===== src/hdl/kmw_pkg.sv =====
// ----------------------------------------------------------------------------
// kmw_pkg
// types and constants shared by the maze wall remover
// ----------------------------------------------------------------------------
package kmw_pkg;

  localparam int unsigned MaxSideDef  = 32;
  localparam int unsigned MaxCellsDef = 1024;
  localparam int unsigned MaxWallsDef = 2048;

  localparam logic [1:0] StatDraw    = 2'd0;
  localparam logic [1:0] StatBegin   = 2'd1;
  localparam logic [1:0] StatIgnored = 2'd2;

  localparam logic ReqBegin = 1'b0;
  localparam logic ReqDraw  = 1'b1;

  localparam logic CfgRows = 1'b0;
  localparam logic CfgCols = 1'b1;

  typedef enum logic [4:0] {
    ST_IDLE,
    ST_INIT,
    ST_MOD,
    ST_RDW,
    ST_WALL,
    ST_FA_RD,
    ST_FA_CHK,
    ST_FB_RD,
    ST_FB_CHK,
    ST_UNION,
    ST_SH_RD,
    ST_SH_WR,
    ST_DONE
  } state_e;

endpackage


===== src/hdl/kmw_divider.sv =====
// ----------------------------------------------------------------------------
// kmw_divider
// restoring remainder unit, one quotient bit per cycle
// ----------------------------------------------------------------------------
module kmw_divider import kmw_pkg::*; #(
  parameter int unsigned DW = 12
) (
  input  logic          clk_i,
  input  logic          rst_ni,
  input  logic          start_i,
  input  logic [30:0]   dividend_i,
  input  logic [DW-1:0] divisor_i,
  output logic          done_o,
  output logic [DW-1:0] rem_o
);

  logic [30:0]   num_q;
  logic [DW:0]   rem_q;
  logic [DW-1:0] div_q;
  logic [4:0]    cnt_q;
  logic          run_q;
  logic [DW:0]   shifted;
  logic [DW:0]   diff;

  assign shifted = {rem_q[DW-1:0], num_q[30]};
  assign diff    = shifted - {1'b0, div_q};

  always_ff @(posedge clk_i or negedge rst_ni) begin
    if (!rst_ni) begin
      run_q  <= 1'b0;
      cnt_q  <= '0;
      done_o <= 1'b0;
    end else begin
      done_o <= 1'b0;
      if (start_i) begin
        run_q <= 1'b1;
        cnt_q <= 5'd30;
      end else if (run_q) begin
        if (cnt_q == 5'd0) begin
          run_q  <= 1'b0;
          done_o <= 1'b1;
        end
        cnt_q <= cnt_q - 5'd1;
      end
    end
  end

  always_ff @(posedge clk_i) begin
    if (start_i) begin
      num_q <= dividend_i;
      div_q <= divisor_i;
      rem_q <= '0;
    end else if (run_q) begin
      num_q <= {num_q[29:0], 1'b0};
      rem_q <= diff[DW] ? shifted : diff;
    end
  end

  assign rem_o = rem_q[DW-1:0];

endmodule


===== config.mk =====
export PLATFORM = sky130hd
export DESIGN_NAME = kmw_divider
export DESIGN_NICKNAME = d
export VERILOG_FILES = /design/src/hdl/kmw_pkg.sv /design/src/hdl/kmw_divider.sv
export SDC_FILE = /design/constraint.sdc
export NUM_CORES = 1
export LEC_CHECK = 0
export ABC_AREA = 1
export BUFFER_PORTS_ARGS = -buffer_cell sky130_fd_sc_hd__buf_2
export CORE_MARGIN = 2
export CORE_UTILIZATION = 50
export DETAILED_ROUTE_END_ITERATION = 16
export PLACE_DENSITY = 0.75
export SYNTH_ARGS = -nofsm -noshare
export SYNTH_HDL_FRONTEND = slang
export SYNTH_SLANG_ARGS = --single-unit

===== constraint.sdc =====
create_clock -name clk_i -period 1.9 [get_ports clk_i]
set_input_delay 0.19 -clock clk_i [delete_from_list [all_inputs] [get_ports clk_i]]
set_output_delay 0.19 -clock clk_i [all_outputs]
set_load 0.005 [all_outputs]

==> flow_metrics.env <==
export IMPL_period_share=1.04
export IMPL_r2r_slack_ns=-0.08
export IMPL_p_seq_frac=0.367
export IMPL_tns_ns=-0.366
export IMPL_synth_cell_area_um2=3320
export IMPL_start_util=0.521
export IMPL_drive_gt1_frac=0.259
export IMPL_port_buffers=58
export IMPL_slew_headroom=0.757
export IMPL_seq_area_frac_synth=0.513
export IMPL_critPathMaxStageDelay_ns=0.38
export IMPL_power_switching_w=0.00183
export IMPL_num_antenna_cells=0
export IMPL_yosys_warnings=0
export IMPL_p_int_w=0.00292
export IMPL_finClkSkew_ns=0.00846
export IMPL_cts_buffer_depth=2
export IMPL_crit_fanout=6
export IMPL_setup_worst_path_start_class="flop"
export IMPL_cts_max_level=3
export IMPL_max_cap_violations=0
export IMPL_insertion_delay_ns=0.34
export IMPL_clockRootBuffer="clkbuf_8"
export IMPL_routed_via_density=4.94
export IMPL_track_usage=0.208
export IMPL_core_area_um2=6390
export IMPL_grt_pass1_vias=2773
export IMPL_arrival_ns=2.21
export IMPL_clk_pin_slew_ns=0.07
export IMPL_clock_sinks=62
export IMPL_hold_viol=0
export IMPL_required_ns=2.13
export IMPL_dieArea_um2=7320
export IMPL_gp_congestion=0.835
export IMPL_vdd_drop_max_mv=0.697
export IMPL_hold_end="div_q[9]"
export IMPL_cp_end_kind="flop"
export IMPL_overflow=0
export IMPL_min_period_ns=1.98
export IMPL_antenna_found_initial=0
export IMPL_max_freq_mhz=505
export IMPL_power_density_nw_per_um2=1140
export IMPL_tightest_slew_ns=0.361
export IMPL_wire_per_inst_um=12.8
export IMPL_drc=0
export IMPL_slew_viol_final=0
export IMPL_fin_nets=554
export IMPL_regToRegEndpoint="rem_q[11]"
export IMPL_firstDrtPassIters=4
export IMPL_grt_pass1_wl_mm=12.0
export IMPL_placementRows=29
export IMPL_cp_cell_sequence="inv_2 > ha_4 > inv_2 > fa_2 > nand3_2 > nand3_4 > nand3_4 > buf_6 > nand3_4 > nand2_4 > nand2_4 > nor2_4 > o21bai_1"
export IMPL_die_x_um=85.5
export IMPL_cts_tree="yes"
export IMPL_syn_to_final_growth_pct=25.7
export IMPL_min_from="divisor_i[9]"
export IMPL_die_h_um=85.5
export IMPL_num_vias=2840
export IMPL_p_comb_frac=0.424
export IMPL_swShare=0.385
export IMPL_rsz0062_at_grt="true"
export IMPL_drt_total_wl_mm=7.34
export IMPL_r2r_start="num_q[30]"
export IMPL_syn_inst=410
export IMPL_grt_start_max_net_pins=34
export IMPL_min_path_cells=1
export IMPL_leakage_nw=2.22
export IMPL_drt_iter0_drc=186
export IMPL_synth_cell_type_count=27
export IMPL_setup_viol=12
export IMPL_clkPwrFrac=0.209
export IMPL_final_util=0.654
export IMPL_outcome="finished with violations"
export IMPL_critPathTopFamily="simple AND/OR/NAND/NOR gates"
export IMPL_path_class="reg2reg"
export IMPL_io_pins=59
export IMPL_cp_num_buf_inv=3
export IMPL_syn_num_nets=471
export IMPL_drtAntennaViolNets=0
export IMPL_dp_hpwl_mm=4.98
export IMPL_pre_cts_ws_ns=-0.157
export IMPL_violations="negative setup slack"
export IMPL_ys_ff_latch=62
export IMPL_reg2reg_depth=13
export IMPL_crit_top_cell="nand3_4"
export IMPL_layout_setup_ws_ns=-0.0806
export IMPL_syn_avg_cell_area_um2=8.11
export IMPL_cts_buffers=9
export IMPL_hp_class="in2reg"
export IMPL_cp_slowest_cell="edfxtp_1"
## cells in the final DEF, fill, tap and decap left out, drive strengths merged, types with 7 or more instances in the layout
| master | netlist | final |
|---|---|---|
| dfrtp | 7 | 7 |
| a21oi | 9 | 9 |
| nor2 | 17 | 17 |
| buf | 3 | 80 |
| clkbuf | 8 | 9 |
| ha | 14 | 14 |
| nand2 | 189 | 191 |
| inv | 60 | 60 |
| edfxtp | 43 | 43 |
| dfxtp | 12 | 12 |
| nand3 | 25 | 25 |
## flip-flops by register name, summed over array words and instances (netlist names)
signal  cells
rem_q      12
num_q      31
div_q      12
done_o      1
cnt_q       5
run_q       1
## per-stage QoR
stage                     hold WS (ns)  total power, W  instance area, um^2  std cells
after floorplan                 -0.106         0.00289                 3320        410
after global placement          0.0293         0.00331                 3790        551
after detailed placement        0.0314         0.00336                 3790        551
after CTS                      0.00518         0.00441                 4000        569
after global routing           0.00611         0.00509                 4180        575
final                           0.0188         0.00475                 4180        575
## kinds of logic (layout without fill, tap and decap cells)
| logic type | count (synthesis) | after routing | synth area share |
|---|---|---|---|
| and+or+nand+nor | 239 | 241 | 0.297 |
| DFF | 62 | 62 | 0.513 |
| adders and majority gates | 15 | 15 | 0.0587 |
| AOI/OAI and AO/OA | 16 | 16 | 0.0275 |
| buffers and inverters | 71 | 157 | 0.0851 |
| xor gates and xnor gates | 7 | 7 | 0.0184 |
## per-layer routing
metal  global-route usage  wire (um)  share of wire
met5                    0          0              0
met1                0.255       3090           0.42
met3               0.0597        489          0.067
met4               0.0851         95          0.013
met2                0.345       3660           0.50
## cells in the mapped netlist
| cell | number | area share |
|---|---|---|
| xor2_1 | 4 | 0.011 |
| inv_1 | 59 | 0.067 |
| dfrtp_1 | 7 | 0.053 |
| nor4_1 | 1 | 0.0019 |
| nand2_1 | 181 | 0.20 |
| edfxtp_1 | 43 | 0.39 |
| a22oi_1 | 1 | 0.0023 |
| buf_6 | 2 | 0.0068 |
| ha_1 | 14 | 0.053 |
| fa_1 | 1 | 0.0060 |
| dfxtp_1 | 12 | 0.072 |
| a21oi_1 | 8 | 0.012 |
| nand3_1 | 22 | 0.033 |
| clkbuf_1 | 8 | 0.0090 |
| nand3_2 | 3 | 0.0090 |
| inv_2 | 1 | 0.0011 |
| o21bai_1 | 1 | 0.0023 |
| buf_2 | 1 | 0.0015 |
| a21o_1 | 1 | 0.0023 |
| nand4_1 | 6 | 0.011 |
| nand2_2 | 8 | 0.015 |
| nor2_1 | 15 | 0.017 |
| nor3_1 | 1 | 0.0015 |
| o21ai_0 | 4 | 0.0060 |
| a21oi_2 | 1 | 0.0026 |
| xnor2_1 | 3 | 0.0079 |
| nor2_2 | 2 | 0.0038 |
## how the worst max path moves through the flow
stage,slack [ns],cells after the start,startpoint,to
2_1_floorplan,0.009,13,num_q[30],rem_q[7]
3_3_place_gp,-0.03,12,num_q[30],rem_q[6]
3_5_place_dp,-0.16,12,num_q[30],rem_q[11]
4_1_cts,-0.03,12,num_q[30],rem_q[11]
5_1_grt,-0.17,14,num_q[30],rem_q[8]
6_report,-0.08,13,num_q[30],rem_q[11]
## power by group through the flow
stage	sequential [W]	clock, W	combinational [W]
6_report	0.00174	0.000993	0.00201
5_1_grt	0.00176	0.00108	0.00225
4_1_cts	0.00174	0.00102	0.00165
3_5_place_dp	0.00177	0	0.00159
3_3_place_gp	0.00176	0	0.00155
2_1_floorplan	0.00177	0	0.00112
## what timing repair did
action / in CTS / in global routing
gates resized for setup: 6 / 29
setup buffers: 1 / 4
gates cloned: 0 / 2
hold buffers: 1 / 0
endpoints found under the setup margin: 12 / 12
pin swaps: 2 / 13
endpoints found under the hold margin: 7 / 0
## area by class of cell
type | count | area (um^2)
Clock inverter | 7 | 41.3
Inverter | 60 | 225
Clock buffer | 9 | 124
Timing Repair Buffer | 81 | 489
Sequential cell | 62 | 1710
Fill cell | 539 | 2210
Multi-Input combinational cell | 279 | 1500
Tap cell | 77 | 96.3
Note: power is estimated with default switching activity, not from simulation.
